## src/rtl/tzcl_pkg.sv

```systemverilog
// thermal zone current limiter: shared widths, reset values, register indexes and types
// no dependencies
`default_nettype none

package tzcl_pkg;

	localparam int TEMP_W     = 9;
	localparam int LIMIT_W    = 12;
	localparam int CNT_W      = 3;
	localparam int ZONE_W     = 2;
	localparam int CFG_IDX_W  = 3;
	localparam int CFG_DATA_W = 12;
	localparam int WINDOW_DEF = 5;
	localparam int FIFO_DEPTH = 8;
	localparam int FIFO_AW    = $clog2(FIFO_DEPTH);

	localparam logic signed [TEMP_W-1:0] RISE_TO_ONE_RST  = 9'sd53;
	localparam logic signed [TEMP_W-1:0] RISE_TO_TWO_RST  = 9'sd70;
	localparam logic signed [TEMP_W-1:0] FALL_TO_ZERO_RST = 9'sd48;
	localparam logic signed [TEMP_W-1:0] FALL_TO_ONE_RST  = 9'sd65;
	localparam logic [LIMIT_W-1:0]       LIMIT_ONE_RST    = 12'd1000;
	localparam logic [LIMIT_W-1:0]       LIMIT_TWO_RST    = 12'd500;
	localparam logic [CNT_W-1:0]         CONFIRM_RST      = 3'd3;

	localparam logic [ZONE_W-1:0] ZONE_NONE   = 2'd0;
	localparam logic [ZONE_W-1:0] ZONE_MEDIUM = 2'd1;
	localparam logic [ZONE_W-1:0] ZONE_HOT    = 2'd2;

	localparam logic ROW_RISE = 1'b0;
	localparam logic ROW_FALL = 1'b1;

	typedef enum logic [CFG_IDX_W-1:0] {
		CFG_RISE_TO_ONE,
		CFG_RISE_TO_TWO,
		CFG_FALL_TO_ZERO,
		CFG_FALL_TO_ONE,
		CFG_LIMIT_ONE,
		CFG_LIMIT_TWO,
		CFG_CONFIRM
	} tzcl_cfg_idx_t;

	// travels alongside a sum through the averaging pipeline
	typedef struct packed {
		logic vld;
		logic last_nz;
	} tzcl_tag_t;

	typedef struct packed {
		logic [ZONE_W-1:0]        zone;
		logic                     limited;
		logic [LIMIT_W-1:0]       limit;
		logic signed [TEMP_W-1:0] avg;
	} tzcl_result_t;

endpackage

`default_nettype wire

```

## src/rtl/tzcl_ram.sv

```systemverilog
// generic single-write, single-read ram with registered read data
// no dependencies
`default_nettype none

module tzcl_ram #(
	parameter int WIDTH = 8,
	parameter int DEPTH = 4,
	parameter int AW    = $clog2(DEPTH)
) (
	input  wire logic             clk,
	input  wire logic             we,
	input  wire logic [AW-1:0]    waddr,
	input  wire logic [WIDTH-1:0] wdata,
	input  wire logic             re,
	input  wire logic [AW-1:0]    raddr,
	output logic      [WIDTH-1:0] rdata
);

	logic [WIDTH-1:0] mem_q [DEPTH];

	always_ff @(posedge clk) begin
		if (we) begin
			mem_q[waddr] <= wdata;
		end
		if (re) begin
			rdata <= mem_q[raddr];
		end
	end

endmodule

`default_nettype wire

```

## src/rtl/tzcl_avg.sv

```systemverilog
// rounded window average, trunc((2*sum+window)/(2*window)), three pipeline stages
// depends on tzcl_pkg
`default_nettype none

module tzcl_avg import tzcl_pkg::*; #(
	parameter int WINDOW = WINDOW_DEF,
	parameter int SUM_W  = TEMP_W + $clog2(WINDOW)
) (
	input  wire logic                     clk,
	input  wire logic                     arst_n,
	input  wire tzcl_tag_t                tag_in,
	input  wire logic signed [SUM_W-1:0]  sum_in,
	output tzcl_tag_t                     tag_out,
	output logic signed [TEMP_W-1:0]      avg_out
);

	localparam int DIVISOR = 2 * WINDOW;
	localparam int NUM_W   = SUM_W + 2;
	localparam int SHIFT   = NUM_W + $clog2(DIVISOR) + 1;
	localparam int MULT_W  = SHIFT + 1;
	localparam int PROD_W  = NUM_W + MULT_W;
	// ceil(2^SHIFT / divisor): exact floor for every numerator magnitude
	localparam logic [MULT_W-1:0] RECIP = MULT_W'(((1 << SHIFT) + DIVISOR - 1) / DIVISOR);

	logic signed [NUM_W-1:0] num;
	logic [NUM_W-1:0]        mag;
	logic [TEMP_W-1:0]       quot;

	logic [NUM_W-1:0]  mag_s1;
	logic              neg_s1;
	logic [PROD_W-1:0] prod_s2;
	logic              neg_s2;
	tzcl_tag_t         tag_s1, tag_s2;

	assign num  = (NUM_W'(sum_in) <<< 1) + NUM_W'(WINDOW);
	assign mag  = num[NUM_W-1] ? NUM_W'(-num) : NUM_W'(num);
	assign quot = prod_s2[SHIFT +: TEMP_W];

	always_ff @(posedge clk or negedge arst_n) begin
		if (!arst_n) begin
			tag_s1  <= '0;
			tag_s2  <= '0;
			tag_out <= '0;
		end else begin
			tag_s1  <= tag_in;
			tag_s2  <= tag_s1;
			tag_out <= tag_s2;
		end
	end

	always_ff @(posedge clk) begin
		mag_s1  <= mag;
		neg_s1  <= num[NUM_W-1];
		prod_s2 <= PROD_W'(mag_s1) * PROD_W'(RECIP);
		neg_s2  <= neg_s1;
		// truncation toward zero: divide the magnitude, then restore the sign
		avg_out <= neg_s2 ? -$signed(quot) : $signed(quot);
	end

endmodule

`default_nettype wire

```

## src/rtl/thermal_zone_current_limiter.sv

```systemverilog
// thermal zone current limiter top level: sample ring, averaging, zone qualification
// depends on tzcl_pkg, tzcl_ram, tzcl_avg
`default_nettype none

// usage
//  - input channel (in_valid / in_ready / temp_celsius): one signed temperature word
//    per tick; every accepted word yields exactly one result word
//  - output channel (out_valid / out_ready): zone, limited flag, current limit in mA
//    and the rounded average of the last WINDOW samples
//  - config port: cfg_wr_en writes cfg_wdata into register cfg_idx at the clock edge;
//    write only while no word is in flight
//  - throughput: one word per cycle while in_ready is high; the ring memory turns a read
//    at accept into a write in the next cycle, and the running sum is updated once per word
//  - path from accept to out_valid: sum update, three averaging stages, zone update
//    into the output queue; the ring read rides the accept edge
//  - the output queue holds eight words; in_ready drops only when eight words are
//    accepted but not yet taken, so a stalled receiver backs up into the input
//  - reset: ring reads as zero through per-entry valid bits, sum, average,
//    direction flag, qualification counters and zone all cleared, registers take
//    their default thresholds and limits

module thermal_zone_current_limiter import tzcl_pkg::*; #(
	parameter int WINDOW = WINDOW_DEF
) (
	input  wire logic                      clk,
	input  wire logic                      arst_n,
	input  wire logic                      in_valid,
	output logic                           in_ready,
	input  wire logic signed [TEMP_W-1:0]  temp_celsius,
	output logic                           out_valid,
	input  wire logic                      out_ready,
	output logic [ZONE_W-1:0]              zone,
	output logic                           limited,
	output logic [LIMIT_W-1:0]             current_limit_ma,
	output logic signed [TEMP_W-1:0]       average_celsius,
	input  wire logic                      cfg_wr_en,
	input  wire logic [CFG_IDX_W-1:0]      cfg_idx,
	input  wire logic [CFG_DATA_W-1:0]     cfg_wdata
);

	localparam int PTR_W = $clog2(WINDOW);
	localparam int SUM_W = TEMP_W + $clog2(WINDOW);
	localparam logic [PTR_W-1:0] LAST_IDX = PTR_W'(WINDOW - 1);

	// configuration registers
	logic signed [TEMP_W-1:0] rise_one_q, rise_two_q, fall_zero_q, fall_one_q;
	logic [LIMIT_W-1:0]       limit_one_q, limit_two_q;
	logic [CNT_W-1:0]         confirm_q;

	always_ff @(posedge clk or negedge arst_n) begin
		if (!arst_n) begin
			rise_one_q  <= RISE_TO_ONE_RST;
			rise_two_q  <= RISE_TO_TWO_RST;
			fall_zero_q <= FALL_TO_ZERO_RST;
			fall_one_q  <= FALL_TO_ONE_RST;
			limit_one_q <= LIMIT_ONE_RST;
			limit_two_q <= LIMIT_TWO_RST;
			confirm_q   <= CONFIRM_RST;
		end else if (cfg_wr_en) begin
			case (tzcl_cfg_idx_t'(cfg_idx))
				CFG_RISE_TO_ONE:  rise_one_q  <= cfg_wdata[TEMP_W-1:0];
				CFG_RISE_TO_TWO:  rise_two_q  <= cfg_wdata[TEMP_W-1:0];
				CFG_FALL_TO_ZERO: fall_zero_q <= cfg_wdata[TEMP_W-1:0];
				CFG_FALL_TO_ONE:  fall_one_q  <= cfg_wdata[TEMP_W-1:0];
				CFG_LIMIT_ONE:    limit_one_q <= cfg_wdata[LIMIT_W-1:0];
				CFG_LIMIT_TWO:    limit_two_q <= cfg_wdata[LIMIT_W-1:0];
				CFG_CONFIRM:      confirm_q   <= cfg_wdata[CNT_W-1:0];
				default: ;
			endcase
		end
	end

	// accept and ring read
	logic                       in_acc;
	logic [FIFO_AW:0]           outstanding_q;
	logic                       out_deq;
	logic [PTR_W-1:0]           ptr_q;
	logic [PTR_W-1:0]           ptr_s1;
	logic                       vld_s1;
	logic signed [TEMP_W-1:0]   temp_s1;
	logic [TEMP_W-1:0]          ram_rdata;

	assign in_ready = outstanding_q < (FIFO_AW+1)'(FIFO_DEPTH);
	assign in_acc   = in_valid && in_ready;
	assign out_deq  = out_valid && out_ready;

	always_ff @(posedge clk or negedge arst_n) begin
		if (!arst_n) begin
			outstanding_q <= '0;
			ptr_q         <= '0;
			vld_s1        <= 1'b0;
		end else begin
			if (in_acc && !out_deq) begin
				outstanding_q <= outstanding_q + 1'b1;
			end else if (!in_acc && out_deq) begin
				outstanding_q <= outstanding_q - 1'b1;
			end
			if (in_acc) begin
				ptr_q <= (ptr_q == LAST_IDX) ? '0 : ptr_q + 1'b1;
			end
			vld_s1 <= in_acc;
		end
	end

	always_ff @(posedge clk) begin
		ptr_s1  <= ptr_q;
		temp_s1 <= temp_celsius;
	end

	// the oldest sample is read at accept and overwritten in the next cycle
	tzcl_ram #(
		.WIDTH (TEMP_W),
		.DEPTH (WINDOW),
		.AW    (PTR_W)
	) u_ring (
		.clk   (clk),
		.we    (vld_s1),
		.waddr (ptr_s1),
		.wdata (temp_s1),
		.re    (in_acc),
		.raddr (ptr_q),
		.rdata (ram_rdata)
	);

	// running sum update, entries never written read as zero
	logic [WINDOW-1:0]         ring_vld_q;
	logic signed [SUM_W-1:0]   sum_q;
	logic                      last_nz_q;
	logic signed [TEMP_W-1:0]  old_sample;
	logic signed [SUM_W-1:0]   sum_nxt;
	logic                      last_nz_nxt;
	logic signed [SUM_W-1:0]   sum_s2;
	tzcl_tag_t                 tag_s2;

	assign old_sample  = ring_vld_q[ptr_s1] ? $signed(ram_rdata) : '0;
	assign sum_nxt     = sum_q + SUM_W'(temp_s1) - SUM_W'(old_sample);
	// the last ring slot gates qualification while it does not hold a nonzero sample
	assign last_nz_nxt = (ptr_s1 == LAST_IDX) ? (temp_s1 != '0) : last_nz_q;

	always_ff @(posedge clk or negedge arst_n) begin
		if (!arst_n) begin
			ring_vld_q <= '0;
			sum_q      <= '0;
			last_nz_q  <= 1'b0;
			tag_s2     <= '0;
		end else begin
			if (vld_s1) begin
				ring_vld_q[ptr_s1] <= 1'b1;
				sum_q              <= sum_nxt;
				last_nz_q          <= last_nz_nxt;
			end
			tag_s2.vld     <= vld_s1;
			tag_s2.last_nz <= last_nz_nxt;
		end
	end

	always_ff @(posedge clk) begin
		sum_s2 <= sum_nxt;
	end

	// rounded average
	tzcl_tag_t                avg_tag;
	logic signed [TEMP_W-1:0] avg;

	tzcl_avg #(
		.WINDOW (WINDOW),
		.SUM_W  (SUM_W)
	) u_avg (
		.clk     (clk),
		.arst_n  (arst_n),
		.tag_in  (tag_s2),
		.sum_in  (sum_s2),
		.tag_out (avg_tag),
		.avg_out (avg)
	);

	// direction, qualification counters and zone
	logic signed [TEMP_W-1:0] last_avg_q;
	logic                     rising_q;
	logic [ZONE_W-1:0]        zone_q;
	logic [CNT_W-1:0]         cnt_q    [2][3];
	logic [CNT_W-1:0]         cnt_bump [2][3];
	logic [CNT_W-1:0]         cnt_nxt  [2][3];
	logic                     rising_nxt;
	logic                     hit;
	logic                     hit_row;
	logic [1:0]               hit_col;
	logic [CNT_W-1:0]         need;
	logic [ZONE_W-1:0]        zone_nxt;
	tzcl_result_t             res;

	always_comb begin
		if (avg > last_avg_q) begin
			rising_nxt = 1'b1;
		end else if (avg < last_avg_q) begin
			rising_nxt = 1'b0;
		end else begin
			rising_nxt = rising_q;
		end

		// at most one threshold hit per word, checked against the present zone
		hit     = 1'b0;
		hit_row = ROW_RISE;
		hit_col = 2'(ZONE_NONE);
		if (avg_tag.last_nz) begin
			if (rising_nxt) begin
				if (avg >= rise_two_q && zone_q <= ZONE_HOT) begin
					hit     = 1'b1;
					hit_col = 2'(ZONE_HOT);
				end else if (avg >= rise_one_q && zone_q <= ZONE_MEDIUM) begin
					hit     = 1'b1;
					hit_col = 2'(ZONE_MEDIUM);
				end
			end else begin
				hit_row = ROW_FALL;
				if (avg < fall_zero_q && zone_q >= ZONE_MEDIUM) begin
					hit     = 1'b1;
					hit_col = 2'(ZONE_NONE);
				end else if (avg < fall_one_q && zone_q >= ZONE_HOT) begin
					hit     = 1'b1;
					hit_col = 2'(ZONE_MEDIUM);
				end
			end
		end

		// a hit bumps its counter, saturating, and clears every other one
		for (int r = 0; r < 2; r++) begin
			for (int c = 0; c < 3; c++) begin
				if (!hit) begin
					cnt_bump[r][c] = cnt_q[r][c];
				end else if (r == int'(hit_row) && c == int'(hit_col)) begin
					cnt_bump[r][c] = (cnt_q[r][c] == '1) ? cnt_q[r][c] : cnt_q[r][c] + 1'b1;
				end else begin
					cnt_bump[r][c] = '0;
				end
			end
		end

		need     = (confirm_q == '0) ? CNT_W'(1) : confirm_q;
		zone_nxt = zone_q;
		cnt_nxt  = cnt_bump;
		// later column wins, rise counter before fall counter within a column
		for (int c = 0; c < 3; c++) begin
			if (cnt_bump[0][c] == need) begin
				zone_nxt      = ZONE_W'(c);
				cnt_nxt[0][c] = '0;
			end else if (cnt_bump[1][c] == need) begin
				zone_nxt      = ZONE_W'(c);
				cnt_nxt[1][c] = '0;
			end
		end

		res.zone    = zone_nxt;
		res.limited = (zone_nxt == ZONE_MEDIUM) || (zone_nxt == ZONE_HOT);
		if (zone_nxt == ZONE_MEDIUM) begin
			res.limit = limit_one_q;
		end else if (zone_nxt == ZONE_HOT) begin
			res.limit = limit_two_q;
		end else begin
			res.limit = '0;
		end
		res.avg = avg;
	end

	always_ff @(posedge clk or negedge arst_n) begin
		if (!arst_n) begin
			last_avg_q <= '0;
			rising_q   <= 1'b0;
			zone_q     <= ZONE_NONE;
			for (int r = 0; r < 2; r++) begin
				for (int c = 0; c < 3; c++) begin
					cnt_q[r][c] <= '0;
				end
			end
		end else if (avg_tag.vld) begin
			last_avg_q <= avg;
			rising_q   <= rising_nxt;
			zone_q     <= zone_nxt;
			cnt_q      <= cnt_nxt;
		end
	end

	// output queue, sized to cover every word the input side may have in flight
	tzcl_result_t       fifo_q [FIFO_DEPTH];
	logic [FIFO_AW-1:0] wr_ptr_q, rd_ptr_q;
	logic [FIFO_AW:0]   fifo_cnt_q;
	tzcl_result_t       head;

	always_ff @(posedge clk or negedge arst_n) begin
		if (!arst_n) begin
			wr_ptr_q   <= '0;
			rd_ptr_q   <= '0;
			fifo_cnt_q <= '0;
		end else begin
			if (avg_tag.vld) begin
				wr_ptr_q <= wr_ptr_q + 1'b1;
			end
			if (out_deq) begin
				rd_ptr_q <= rd_ptr_q + 1'b1;
			end
			if (avg_tag.vld && !out_deq) begin
				fifo_cnt_q <= fifo_cnt_q + 1'b1;
			end else if (!avg_tag.vld && out_deq) begin
				fifo_cnt_q <= fifo_cnt_q - 1'b1;
			end
		end
	end

	always_ff @(posedge clk) begin
		if (avg_tag.vld) begin
			fifo_q[wr_ptr_q] <= res;
		end
	end

	assign head             = fifo_q[rd_ptr_q];
	assign out_valid        = fifo_cnt_q != '0;
	assign zone             = head.zone;
	assign limited          = head.limited;
	assign current_limit_ma = head.limit;
	assign average_celsius  = head.avg;

	// checks
	a_outstanding_bound: assert property (@(posedge clk) disable iff (!arst_n)
		outstanding_q <= (FIFO_AW+1)'(FIFO_DEPTH))
		else $error("more words in flight than the output queue holds");

	a_queue_within_flight: assert property (@(posedge clk) disable iff (!arst_n)
		fifo_cnt_q <= outstanding_q)
		else $error("output queue holds more words than were accepted");

	a_ring_no_overlap: assert property (@(posedge clk) disable iff (!arst_n)
		(in_acc && vld_s1) |-> (ptr_q != ptr_s1))
		else $error("ring read and write hit the same entry");

	a_single_counter: assert property (@(posedge clk) disable iff (!arst_n)
		$countones({cnt_q[0][0] != '0, cnt_q[0][1] != '0, cnt_q[0][2] != '0,
			cnt_q[1][0] != '0, cnt_q[1][1] != '0, cnt_q[1][2] != '0}) <= 1)
		else $error("more than one qualification counter active");

endmodule

`default_nettype wire

```

## config.mk

```make
export PLATFORM = sky130hd
export DESIGN_NAME = thermal_zone_current_limiter
export DESIGN_NICKNAME = d
export VERILOG_FILES = /design/src/rtl/tzcl_pkg.sv /design/src/rtl/tzcl_ram.sv /design/src/rtl/tzcl_avg.sv /design/src/rtl/thermal_zone_current_limiter.sv
export SDC_FILE = /design/constraint.sdc
export NUM_CORES = 1
export LEC_CHECK = 0
export ABC_CLOCK_PERIOD_IN_PS = 10200
export BUFFER_PORTS_ARGS = -buffer_cell sky130_fd_sc_hd__buf_2
export CAP_MARGIN = 10
export CORE_ASPECT_RATIO = 0.6
export CORE_MARGIN = 5
export CORE_UTILIZATION = 35
export CTS_CLUSTER_DIAMETER = 100
export DETAILED_ROUTE_END_ITERATION = 7
export PLACE_DENSITY = 0.54
export SETUP_SLACK_MARGIN = 0.2
export SLEW_MARGIN = 20
export SYNTH_ARGS = -nofsm -noshare
export SYNTH_HDL_FRONTEND = slang
export SYNTH_SLANG_ARGS = --single-unit
export TNS_END_PERCENT = 10
```

## constraint.sdc

```tcl
create_clock -name clk -period 10.2 [get_ports clk]
set_clock_uncertainty 0.2 [all_clocks]
set_input_delay 0 -clock clk [delete_from_list [all_inputs] [get_ports clk]]
set_output_delay 0 -clock clk [all_outputs]
set_load 0.02 [all_outputs]
```

-- After elaboration in Yosys (flattened, before gate mapping)
Memory sizes are Yosys's and may differ from the RTL's. A register that Yosys moved wholly into a read port is not among the register bits.
Index checks and enable logic that the tools add are counted.
- register bits after elaboration: 214
- RAM bits: 237
- bits of input ports: 29
- output and inout port bits: 26
- word-level logic and storage cells: 206
- memories: 2
- $add $sub $neg: 18
- multipliers: 1
- magnitude comparators: 13
- eq/ne operators: 24
- muxes and demuxes: 69
- bitwise operators: 2
- reductions and logical operators: 35
- memory list (memory ; depth ; bits a word ; rd ports ; clocked after memory_dff ; wr ports ; line ; source):
    fifo_q ; 8 ; 24 ; 1 ; 0 ; 1 ; thermal_zone_current_limiter.sv:284 ; tzcl_result_t fifo_q [FIFO_DEPTH];
    u_ring.mem_q ; 5 ; 9 ; 1 ; 1 ; 1 ; tzcl_ram.sv:19 ; logic [WIDTH-1:0] mem_q [DEPTH];
- operator list (kind ; number):
    3-bit two-way mux ; 29
    3-bit == test, second input constant ; 11
    14-bit by 16-bit multiplier with 28-bit output, second input constant ; 1
    3-bit by 1-bit adder with 3-bit output, second input constant ; 9
    9-bit less-than comparator ; 3
    12-bit two-way mux ; 2
    1-bit two-way mux ; 20
    3-bit == test ; 6
    9-bit >= comparator ; 2
    2-bit two-way mux ; 9
    9-bit two-way mux ; 2
    1-bit logical AND ; 17
    4-bit two-way mux ; 4
    13-bit by 4-bit adder with 14-bit output, second input constant ; 1
    14-bit negation ; 1
    2-bit AND reduction ; 7
    13-bit two-way mux ; 1
    12-bit by 9-bit adder with 12-bit output ; 1
    12-bit by 9-bit subtractor with 12-bit output ; 1
    9-bit > comparator ; 1
    9-bit negation ; 1
    9-bit nonzero test ; 1
    4-bit by 1-bit adder with 4-bit output, second input constant ; 2
    4-bit by 1-bit subtractor with 4-bit output, second input constant ; 2
    22 further kinds ; 28

-- Longest topological paths before layout
Gate-level depths: netlist (run 1).
- depth in word-level cells: 20
- gate-level depth with buffers: 24
- mapped depth without buffers: 24

-- Modules after synthesis
From an unflattened synthesis (run 1), not the netlist that was laid out.
- cell total of the unflattened synthesis: 1748
- area total of the unflattened synthesis: 22735.6 µm²
- modules (own cells, without submodules) (module ; instances ; cells an instance ; area each (µm²) ; seq. area each (µm²)):
    thermal_zone_current_limiter ; 1 ; 1184 ; 16076.7 ; 9555.4
    tzcl_avg ; 1 ; 452 ; 4456.8 ; 810.8
    tzcl_ram ; 1 ; 112 ; 2202.1 ; 1621.6

-- Worst setup path before layout (run 1)
Ideal clock, no wire load.
- path type: reg-to-reg
- start point: register u_avg.mag_s1[12]
- end point: register u_avg.prod_s2[27]
- setup time: 0.074 ns
- arrival: 4.850 ns
- data required time: 9.926 ns
- slack: 5.076 ns
- stages on the path, launching flop included: 22
- path buffers: 0
- clock period less this slack: 5.124 ns
- cell sequence: dfxtp_1 > inv_1 > ha_1 > fa_1 > inv_1 > fa_1 > fa_1 > fa_1 > inv_1 > ha_1 > inv_1 > ha_1 > a21oi_1 > nand2_1 > o21ai_0 > a21oi_1 > o211ai_1 > a31oi_1 > o21a_1 > o21ai_0 > a21oi_1 > a31oi_1
- longest elaborated chain between the ends: 1
- RTL lines (item ; line ; source):
    from (decl) ; tzcl_avg.sv:29 ; logic [NUM_W-1:0] mag_s1;
    from (signal assigned) ; tzcl_avg.sv:52 ; mag_s1 <= mag;
    14-bit by 16-bit multiplier with 28-bit output ; tzcl_avg.sv:54 ; prod_s2 <= PROD_W'(mag_s1) * PROD_W'(RECIP);
    to (signal assigned) ; tzcl_avg.sv:54 ;
    to (decl) ; tzcl_avg.sv:31 ; logic [PROD_W-1:0] prod_s2;
No other way between the ends.
A chain may end at the register's enable or synchronous reset.

==> reports/metrics.yaml, run 1 <==
setup_path:
  rr_endpoint: "fifo_q[0][12]$_DFFE_PP_"
  reg2reg_slack_ps: 3860
  startpoint: "u_avg.avg_out[6]$_DFF_P_"
  critPathArrivalTime_ps: 6430
  endpoint_kind: "flip-flop"
  endpoint: "fifo_q[0][12]$_DFFE_PP_"
  critPathMaxStageDelay_ps: 770
  path_cells: "ha_1, a21o_1, a2111oi_4, a221oi_2, or2_4, or3_1, nand4_1, mux2i_1, mux2_2, nand2_1, nor2_1, a21oi_1, ha_1, nor2b_1, a22o_1"
  r2r_start: "u_avg.avg_out[6]$_DFF_P_"
  path_class: "reg2reg"
  critPathLaunchType: "flip-flop"
  cp.required_ps: 10290
  r2r_cells: 15
  cp_num_cells: 15
  cp_num_buf_inv: 0
  cp_common_cell: "ha_1"
  cp_slowest_cell: "ha_1"
  cpLargestDelayFamily: "simple AND/OR/NAND/NOR gates"
  crit_fanout: 14
clock_network:
  cts.clk_slew.worst_paths_ps: 60
  clockBufferDepth: 3
  cts_sinks: 440
  clock_latency_ps: 580
  cts_hold_buf: 52
  htreeDepth: 2
  cts_tree: "built"
  cts-root-buf: "clkbuf_16"
  cts-resized-gates: 0
  numCtsBuffers: 43
  cts_setup_buffers: 0
logic_synthesis:
  async_reset_ff_share_pct: 31.1
  synthCells: 1651
  synth.cell_area_um2: 22200
  yosysUniqueCellTypes: 80
  yosysSeqAreaShare_pct: 54.1
  yosysWarnings: 0
  synth_edf_count: 246
  syn_avg_cell_area_um2: 13.4
  ys_ff_latch: 440
  syn_nets: 1916
  ys.flop_type: "edfxtp_1"
floorplan:
  die_h_um: 205
  num_rows: 71
  core_area_um2: 62700
  pin_count: 55
  dieArea_um2: 68600
  start_util_pct: 35.4
  die_w_um: 335
finish:
  areaGrowthSynthToFinish_pct: 15.0
  seqCellArea_um2: 12000
  fill_cells: 5939
  nets: 2040
  multi_input_area_um2: 9250
  n_antenna_cell: 0
  finalNonFillerCells: 2649
  drive_above_1_share_pct: 18.7
sta:
  drv_slew: 0
  hold_violations: 0
  setup_viol: 0
  period_needed_ps: 6340
  rsz0062_at_grt: "no"
  post-route-period-util_pct: 62.1
  max_freq_mhz: 158
  finalSetupTns_ps: 0
  relSlewSlack_pct: 29.5
  worst_pin_slew_ps: 1060
drt:
  vias: 13000
  wire_per_inst_um: 19.1
  ant_nets: 0
  drc: 0
  first_iter_violations: 1082
  wl_um: 50600
  first_pass_iters: 5
  viasPerCell: 4.90
grt:
  grt_pass1_wl_um: 79800
  gr-total-overflow: 0
  grtUsageTotal_pct: 15.0
  grt_max_degree: 72
  use_met1_pct: 23.9
  grt_busiest_layer: "met1"
  grt_pass1_vias: 13300
  use_met3_pct: 2.99
  antenna_found_initial: 1
  met2_usage_pct: 21.1
placed_design:
  place.gp.congestion: 0.872
  placed_cells: 2517
  place_hpwl_um: 35500
  io_buffers: 54
worst_hold_path:
  hp-class: "in2reg"
outcome:
  status: "completed"
run:
  max_cap_viol_count: 0
metal layers:
layer  wire length (um)  vias to the layer above
met3               3000                       52
met2              20400                      319
li1                   -                     6138
met5                 12                        -
met4                677                        2
met1              26500                     6479
synth_stat cells, drive strengths merged (12+ instances only):
cell type / number / area (um2)
clkbuf: 36 / 135
a31oi: 16 / 115
a22o: 15 / 131
xnor2: 53 / 464
nand2b: 12 / 75.1
fa: 61 / 1220
a21o: 15 / 120
xor2: 20 / 183
a21oi: 34 / 170
mux2: 84 / 950
nand2: 98 / 368
inv: 216 / 811
dfrtp: 112 / 2800
dfxtp: 57 / 1140
nor2: 50 / 188
and2: 15 / 96.3
ha: 175 / 2190
edfxtp: 246 / 7390
nand3: 26 / 135
dfstp: 25 / 657
o21ai: 83 / 419
mux4: 57 / 1280
nor3: 16 / 80.1
state kept, by name, summed over array words and instances, names as in the netlist, 5 cells and up:
register / cells
cnt_q: 18
fall_one_q: 9
fall_zero_q: 9
fifo_q: 192
last_avg_q: 9
limit_one_q: 12
limit_two_q: 12
ring_vld_q: 5
rise_one_q: 9
rise_two_q: 9
sum_q: 12
sum_s2: 12
temp_s1: 9
u_avg.avg_out: 9
u_avg.mag_s1: 13
u_avg.prod_s2: 9
u_ring.mem_q: 45
u_ring.rdata: 9
cells by family (layout without fill, tap and decap cells):
group,count (synthesis),count (layout),share of synthesized area [%]
DFF,440,440,54.1
buffers and inverters,260,419,4.45
xor gates and xnor gates,73,73,2.92
adders and majority gates,236,236,15.4
other,1,1,0.0169
and+or+nand+nor,273,273,6.00
muxes,146,146,10.3
AOI/OAI and AO/OA,222,222,6.86
stage by stage:
stage	hold WS [ps]	utilization, %	instance area, um2	worst slack [ps]
2_1_floorplan	-496	-	22200	5080
3_3_place_gp	-129	37.5	23500	4110
3_5_place_dp	-142	37.5	23500	3990
4_1_cts	25.6	40.6	25500	3950
5_1_grt	26.6	40.6	25500	3530
6_report	46.2	40.6	25500	3860
area by class of cell:
cell class,instances,area share [%]
multi-input cells,951,36.3
repair buffers,122,3.67
well taps,839,4.12
clock inverters,15,0.844
clock buffers,65,4.82
inverters,217,3.20
flip-flops and latches,440,47.1
layout by cell type (no fill, tap or decap), types with 34 or more instances in the layout:
cell type,instances
edfxtp_1,246
inv_1,216
ha_1,175
dfrtp_1,109
nand2_1,98
mux2_2,83
o21ai_0,80
fa_1,61
mux4_2,57
dfxtp_1,57
xnor2_1,53
buf_2,53
dlygate4sd3_1,51
nor2_1,44
clkbuf_16,43
a21oi_1,34
worst min-delay path by stage:
stage,startpoint,endpoint,cells after the start
after floorplan,arst_n,cnt_q[0]$_DFFE_PN0P_,0
after CTS,cfg_wdata[10],limit_two_q[10]$_DFFE_PN0P_,3
after global placement,arst_n,outstanding_q[3]$_DFFE_PN0P_,1
after global routing,cfg_wdata[10],limit_one_q[10]$_DFFE_PN0P_,3
after detailed placement,arst_n,outstanding_q[3]$_DFFE_PN0P_,1
final,cfg_wdata[10],limit_two_q[10]$_DFFE_PN0P_,3
worst min-delay path, cell delays in order:
cell,delay (ps)
dlygate4sd3_1,510
buf_2,130
mux2_2,140
Power of run 1 is not shown: default switching activity piles up to over one toggle a cycle in this logic, so the estimate is an artifact.
==> inputs of run 2 (changes only) <==
--- a/config.mk
+++ b/config.mk
@@ -5,7 +5,7 @@
 export SDC_FILE = /design/constraint.sdc
 export NUM_CORES = 1
 export LEC_CHECK = 0
-export ABC_CLOCK_PERIOD_IN_PS = 10200
+export ABC_CLOCK_PERIOD_IN_PS = 5750
 export BUFFER_PORTS_ARGS = -buffer_cell sky130_fd_sc_hd__buf_2
 export CAP_MARGIN = 10
 export CORE_ASPECT_RATIO = 0.6
@@ -13,7 +13,7 @@
 export CORE_UTILIZATION = 35
 export CTS_CLUSTER_DIAMETER = 100
 export DETAILED_ROUTE_END_ITERATION = 7
-export PLACE_DENSITY = 0.54
+export PLACE_DENSITY = 0.55
 export SETUP_SLACK_MARGIN = 0.2
 export SLEW_MARGIN = 20
 export SYNTH_ARGS = -nofsm -noshare
==> constraint.sdc (replaced) <==
create_clock -name clk -period 5.75 [get_ports clk]
set_clock_uncertainty 0.2 [all_clocks]
set_input_delay 0 -clock clk [delete_from_list [all_inputs] [get_ports clk]]
set_output_delay 0 -clock clk [all_outputs]
set_load 0.02 [all_outputs]
==> run 2 against run 1 <==
Critical path depth grew 7. Register-to-register slack worse by 3500 ps. First-iteration DRC count is 31% lower. Cell area is 0.54% higher. Critical endpoint is now u_avg.prod_s2[27]$_DFF_P_. Largest cell class unchanged. Highest routed layer is now met4.
==> reports/metrics.yaml, run 2 (synthesized netlist as in run 1, its figures left out) <==
outcome:
  status: "completed"  # unchanged
clock_network:
  cts_tree: "built"  # unchanged
  cts_sinks: 440  # unchanged
  numCtsBuffers: 43  # unchanged
  clock_latency_ps: 560  # was 580 ps
  clockBufferDepth: 3  # unchanged
  cts.clk_slew.worst_paths_ps: 60  # about the same
  htreeDepth: 2  # unchanged
  cts-root-buf: "clkbuf_16"  # unchanged
grt:
  grtUsageTotal_pct: 14.8  # was 15.0%
  antenna_found_initial: 2  # was 1
  grt_max_degree: 62  # was 72
  grt_pass1_wl_um: 79000  # was 79800 um
  gr-total-overflow: 0  # unchanged
  grt_pass1_vias: 13400  # was 13.3k
floorplan:
  die_w_um: 335  # unchanged
  pin_count: 55  # unchanged
  dieArea_um2: 68600  # unchanged
  core_area_um2: 62700  # unchanged
  num_rows: 71  # unchanged
  die_h_um: 205  # unchanged
  start_util_pct: 35.4  # unchanged
drt:
  first_pass_iters: 5  # unchanged
  wire_per_inst_um: 18.7  # was 19.1 um
  ant_nets: 0  # unchanged
  drc: 0  # unchanged
  vias: 13000  # about the same
  viasPerCell: 4.86  # was 4.90
  wl_um: 49700  # was 50600 um
  first_iter_violations: 748  # was 1082
finish:
  drive_above_1_share_pct: 21.2  # was 18.7%
  top_register: "fifo_q"  # unchanged
  seqCellArea_um2: 12000  # about the same
  layout_common_cells: "edfxtp_1 (246), inv_1 (216), ha_1 (172), dfrtp_1 (110), nand2_1 (97)"  # was edfxtp_1 (246), inv_1 (216), ha_1 (175), dfrtp_1 (109), nand2_1 (98)
  largest_reg_flops: 192  # unchanged
  fill_cells: 5917  # was 5939
  n_antenna_cell: 0  # unchanged
  nets: 2057  # was 2040
  multi_input_area_um2: 9320  # was 9250 um2
  layout_commonest_cell: "edfxtp_1"  # unchanged
  largestRegisters: "fifo_q (192), u_ring.mem_q (45), cnt_q (18)"  # unchanged
  areaGrowthSynthToFinish_pct: 15.6  # was 15.0%
placed_design:
  place_hpwl_um: 34400  # was 35500 um
  io_buffers: 54  # unchanged
  place.gp.congestion: 0.832  # was 0.872
run:
  max_cap_viol_count: 0  # unchanged
sta:
  period_needed_ps: 5360  # was 6340 ps
  worst_pin_slew_ps: 991  # was 1060 ps
  max_freq_mhz: 186  # was 158 MHz
  finalSetupTns_ps: 0  # unchanged
  post-route-period-util_pct: 93.3  # was 62.1%
  drv_slew: 0  # unchanged
  hold_violations: 0  # unchanged
  rsz0062_at_grt: "no"  # unchanged
  relSlewSlack_pct: 33.6  # was 29.5%
  setup_viol: 0  # unchanged
setup_path:
  critPathLaunchType: "flip-flop"  # unchanged
  endpoint_kind: "flip-flop"  # unchanged
  path_class: "reg2reg"  # unchanged
  crit_fanout: 4  # was 14
  reg2reg_slack_ps: 390  # was 3860 ps
  cp.required_ps: 6040  # was 10290 ps
  critPathArrivalTime_ps: 5650  # was 6430 ps
worst_hold_path:
  hp-class: "in2reg"  # unchanged
==> run 2: changes by cell type in the layout (fill, tap and decap cells not counted), moves of 3 or more <==
cell | before | now
buf_4 | 16 | 38
dfxtp_1 | 57 | 44
dfxtp_2 | 0 | 11
dlygate4sd3_1 | 51 | 46
a21oi_1 | 34 | 31
a21oi_2 | 0 | 3
ha_1 | 175 | 172
==> run 2: metrics by stage <==
stage                     hold slack (ps)  setup slack [ps]  utilization [%]  cells  cell area, um2
final                                34.0               386             40.9   2665           25600
after global routing                 45.7               110             40.9   2665           25600
after global placement               -106               270             37.7   2535           23600
after detailed placement            -96.4               118             37.7   2535           23600
after floorplan                      -496               626                -   1651           22200
after CTS                            17.3               235             40.7   2661           25500
==> run 2: repair_timing <==
action	in CTS	in global routing
hold buffers	47	0
resized for setup	2	29
buffers inserted	0	4
pin swaps	1	7
hold endpoints to repair	164	0
setup endpoints to repair	1	92
==> run 2: final cells by class <==
cell class / instances / area share, %
clock inverters: 16 / 0.625
well taps: 839 / 4.10
clock buffers: 63 / 4.77
flip-flops and latches: 440 / 46.9
multi-input cells: 951 / 36.4
repair buffers: 139 / 4.10
inverters: 217 / 3.18
==> run 2: final timing paths <==
path | startpoint | to | depth (start not counted)
min | cfg_wdata[10] | limit_two_q[10]$_DFFE_PN0P_ | 3
min in group asynchronous | arst_n | limit_one_q[9]$_DFFE_PN1P_ | 3
max reg2reg | u_avg.mag_s1[3]$_DFF_P_ | u_avg.prod_s2[27]$_DFF_P_ | 22
min reg2reg | u_avg.tag_s1[0]$_DFF_PN0_ | u_avg.tag_s2[0]$_DFF_PN0_ | 0
max in group asynchronous | arst_n | cnt_q[8]$_DFFE_PN0P_ | 4
max | u_avg.mag_s1[3]$_DFF_P_ | u_avg.prod_s2[27]$_DFF_P_ | 22
==> run 2: worst max-delay path: stages, from the launching register on <==
cell	delay (ps)
dfxtp_1	410
inv_1	70
ha_1	280
inv_1	40
ha_1	260
fa_1	590
fa_1	540
fa_1	550
inv_1	40
ha_1	260
inv_1	40
ha_1	290
o21a_1	200
o2111ai_1	200
a21oi_1	110
o21ai_2	70
a21oi_2	70
o211ai_1	320
a31oi_2	170
o21a_1	250
o21ai_2	140
a21oi_1	80
a31oi_1	130
==> run 2: metal layers <==
metal,vias up,part of all wire [%],track usage (%)
li1,6171,-,-
met1,6469,52,23.4
met2,273,41,21.3
met3,47,6.1,2.82
met4,0,1.1,2.34
met5,-,0,0
Power of run 2 is left out for the same reason.
==> inputs of run 3 (changes only) <==
--- a/config.mk
+++ b/config.mk
@@ -5,6 +5,7 @@
 export SDC_FILE = /design/constraint.sdc
 export NUM_CORES = 1
 export LEC_CHECK = 0
+export ABC_AREA = 1
 export ABC_CLOCK_PERIOD_IN_PS = 5750
 export BUFFER_PORTS_ARGS = -buffer_cell sky130_fd_sc_hd__buf_2
 export CAP_MARGIN = 10
==> run 3 against run 2 <==
Die area rose by 2.2%. Final cell count rose by 22%. Via count rose by 20%. Cell area rose by 0.66%. Critical path type unchanged. Global-route usage rose by 0.18 points. Register-to-register slack improved by 180 ps. Critical endpoint is now u_avg.prod_s2[25]$_DFF_P_. Sequential cell count did not move.
==> reports/metrics.yaml, run 3 <==
setup_path:
  path_cells: "inv_1, ha_1, fa_1, inv_1, fa_1, inv_1, fa_1, inv_1, fa_1, ha_1, ha_1, a21oi_1, o221ai_1, a21oi_1, or2_2, nand2_1, nand2_1, nand2_1, xor2_1"  # was inv_1, ha_1, inv_1, ha_1, fa_1, fa_1, fa_1, inv_1, ha_1, inv_1, ha_1, o21a_1, o2111ai_1, a21oi_1, o21ai_2, a21oi_2, o211ai_1, a31oi_2, o21a_1, o21ai_2, a21oi_1, a31oi_1
  cp.required_ps: 5970  # was 6040 ps
  critPathArrivalTime_ps: 5410  # was 5650 ps
  crit_fanout: 4  # unchanged
  endpoint_kind: "flip-flop"  # unchanged
  critPathMaxStageDelay_ps: 540  # was 590 ps
  critPathLaunchType: "flip-flop"  # unchanged
  path_class: "reg2reg"  # unchanged
  cp_slowest_cell: "fa_1"  # unchanged
logic_synthesis:
  yosysUniqueCellTypes: 50  # was 80
  synth_edf_count: 246  # unchanged
  synthCells: 2273  # was 1651
  ys.flop_type: "edfxtp_1"  # unchanged
  syn_nets: 2538  # was 1916
  syn_avg_cell_area_um2: 9.97  # was 13.4 um2
  synth.cell_area_um2: 22700  # was 22200 um2
  yosysTopAreaCell: "edfxtp_1"  # unchanged
  yosysSeqAreaShare_pct: 52.9  # was 54.1%
  async_reset_ff_share_pct: 31.1  # unchanged
  synthTopCellsByCount: "nand2_1 (349), inv_1 (326), nor2_1 (287)"  # was edfxtp_1 (246), inv_1 (216), ha_1 (175)
  synth_area_leaders: "edfxtp_1 (33%), dfrtp_1 (12%), ha_1 (9.7%), nand2_1 (5.8%), inv_1 (5.4%)"  # was edfxtp_1 (33%), dfrtp_1 (13%), ha_1 (9.9%), mux4_2 (5.8%), fa_1 (5.5%)
  yosysWarnings: 0  # unchanged
  synth_top_cell_area_share_pct: 32.6  # was 33.3%
  ys_ff_latch: 440  # unchanged
  post-synth-top-count-cell: "nand2_1"  # was edfxtp_1
sta:
  rsz0062_at_grt: "no"  # unchanged
  hold_violations: 0  # unchanged
  setup_viol: 0  # unchanged
  relSlewSlack_pct: 28.8  # was 33.6%
  post-route-period-util_pct: 90.2  # was 93.3%
  period_needed_ps: 5180  # was 5360 ps
  drv_slew: 0  # unchanged
  setup_ws_ps: 566  # was 386 ps
  worst_pin_slew_ps: 1070  # was 991 ps
  finalSetupTns_ps: 0  # unchanged
  max_freq_mhz: 193  # was 186 MHz
clock_network:
  clockBufferDepth: 3  # unchanged
  numCtsBuffers: 42  # was 43
  cts-resized-gates: 0  # was 2
  cts_sinks: 440  # unchanged
  cts_hold_buf: 44  # was 47
  htreeDepth: 2  # unchanged
  clock_latency_ps: 570  # was 560 ps
  cts_tree: "built"  # unchanged
  cts.clk_slew.worst_paths_ps: 60  # about the same
  cts-root-buf: "clkbuf_16"  # unchanged
  cts_setup_buffers: 0  # unchanged
worst_hold_path:
  hp-class: "in2reg"  # unchanged
run:
  max_cap_viol_count: 0  # unchanged
drt:
  vias: 15500  # was 13.0k
  drc: 0  # unchanged
  first_pass_iters: 5  # unchanged
  wire_per_inst_um: 16.0  # was 18.7 um
  first_iter_violations: 1071  # was 748
  wl_um: 52200  # was 49700 um
  ant_nets: 0  # unchanged
  viasPerCell: 4.77  # was 4.86
finish:
  postLayoutCellArea_um2: 25800  # was 25600 um2
  fill_cells: 6257  # was 5917
  top_register: "fifo_q"  # unchanged
  drive_above_1_share_pct: 8.66  # was 21.2%
  areaGrowthSynthToFinish_pct: 13.8  # was 15.6%
  largestRegisters: "fifo_q (192), u_ring.mem_q (45), cnt_q (18)"  # unchanged
  largest_reg_flops: 192  # unchanged
  finalNonFillerCells: 3255  # was 2665
  layout_commonest_cell: "nand2_1"  # was edfxtp_1
  layout_common_cells: "nand2_1 (349), inv_1 (324), nor2_1 (279), edfxtp_1 (246), o21ai_0 (237)"  # was edfxtp_1 (246), inv_1 (216), ha_1 (172), dfrtp_1 (110), nand2_1 (97)
  nets: 2634  # was 2057
floorplan:
  dieArea_um2: 70100  # was 68600 um2
  die_h_um: 207  # was 205 um
  num_rows: 72  # was 71
  pin_count: 55  # unchanged
  die_w_um: 339  # was 335 um
  start_util_pct: 35.2  # was 35.4%
  core_area_um2: 64300  # was 62700 um2
outcome:
  status: "completed"  # unchanged
placed_design:
  place_hpwl_um: 34500  # was 34400 um
  placedInstanceArea_um2: 23900  # was 23600 um2
  io_buffers: 54  # unchanged
  place.gp.congestion: 0.829  # was 0.832
  dp_slack_ps: 588  # was 118 ps
  placed_cells: 3132  # was 2535
grt:
  gr-total-overflow: 0  # unchanged
  grt_max_degree: 98  # was 62
  grtUsageTotal_pct: 14.9  # was 14.8%
  grt_pass1_wl_um: 85000  # was 79000 um
  antenna_found_initial: 0  # was 2
  grt_pass1_vias: 15600  # was 13.4k
## run 3: changes by cell type in the layout (fill, tap and decap cells not counted), moves of 32 or more
| cell | previous run | this run |
|---|---|---|
| inv_1 | 216 | 324 |
| mux2_2 | 83 | 0 |
| mux4_2 | 57 | 0 |
| nand2_1 | 97 | 349 |
| nand3_1 | 25 | 60 |
| nor2_1 | 42 | 279 |
| o21ai_0 | 78 | 237 |
| xnor2_1 | 53 | 21 |
## run 3: cell families after synthesis
group                    Yosys count  synth area share (%)
adder cells (fa/ha/maj)          236                  15.0
AND/OR/NAND/NOR                  751                  13.6
AO/OA/AOI/OAI                    375                  9.04
multiplexers                       1                0.0442
other                              1                0.0165
XOR/XNOR                          71                  2.74
flip-flops                       440                  52.9
buffers and inverters            398                  6.67
## run 3: worst max-delay path, delay by kind of cell, from the launching register on
family	cells	cell delay (ps)
adder cells (fa/ha/maj)	7	2960
AO/OA/AOI/OAI	3	710
flip-flops	1	400
AND/OR/NAND/NOR	4	400
buffers and inverters	4	270
XOR/XNOR	1	140
## run 3: final cells by class
class                      count  area [um2]  share of cell area, %
clock inverter                20         219                  0.849
clock buffer                  58        1180                   4.59
sequential                   440       12000                   46.5
timing repair buffer         121         911                   3.53
antenna                        1        2.50                0.00970
inverter                     329        1230                   4.79
multi-input combinational   1435        9190                   35.6
tap                          851        1060                   4.13
## run 3: through the flow
stage	utilization [%]	hold slack (ps)
4_1_cts	40.1	27.8
6_report	40.1	50.5
3_5_place_dp	37.2	-151
2_1_floorplan	-	-496
3_3_place_gp	37.2	-141
5_1_grt	40.1	95.2
## run 3: per-layer routing
metal  up-vias  part of all wire [%]  GRT usage, %
met4         0                   1.7          2.89
met3        68                   5.3          3.10
met5         -                     0             0
met2       308                    43          23.1
li1       7682                     -             -
met1      7468                    50          21.9
## run 3: path summary, 6_finish.rpt
check                                                   to  depth (start not counted)                     from  slack, ps
worst max-delay path             u_avg.prod_s2[25]$_DFF_P_                         19  u_avg.mag_s1[6]$_DFF_P_        570
worst min-delay path            limit_one_q[9]$_DFFE_PN1P_                          4             cfg_wdata[9]         50
min in group asynchronous             sum_q[5]$_DFFE_PN0P_                          4                   arst_n        390
worst min register to register        u_avg.neg_s2$_DFF_P_                          0     u_avg.neg_s1$_DFF_P_        130
max in group asynchronous       limit_two_q[9]$_DFFE_PN0P_                          4                   arst_n       4350
worst max register to register   u_avg.prod_s2[25]$_DFF_P_                         19  u_avg.mag_s1[6]$_DFF_P_        570
Power of run 3 is left out for the same reason.
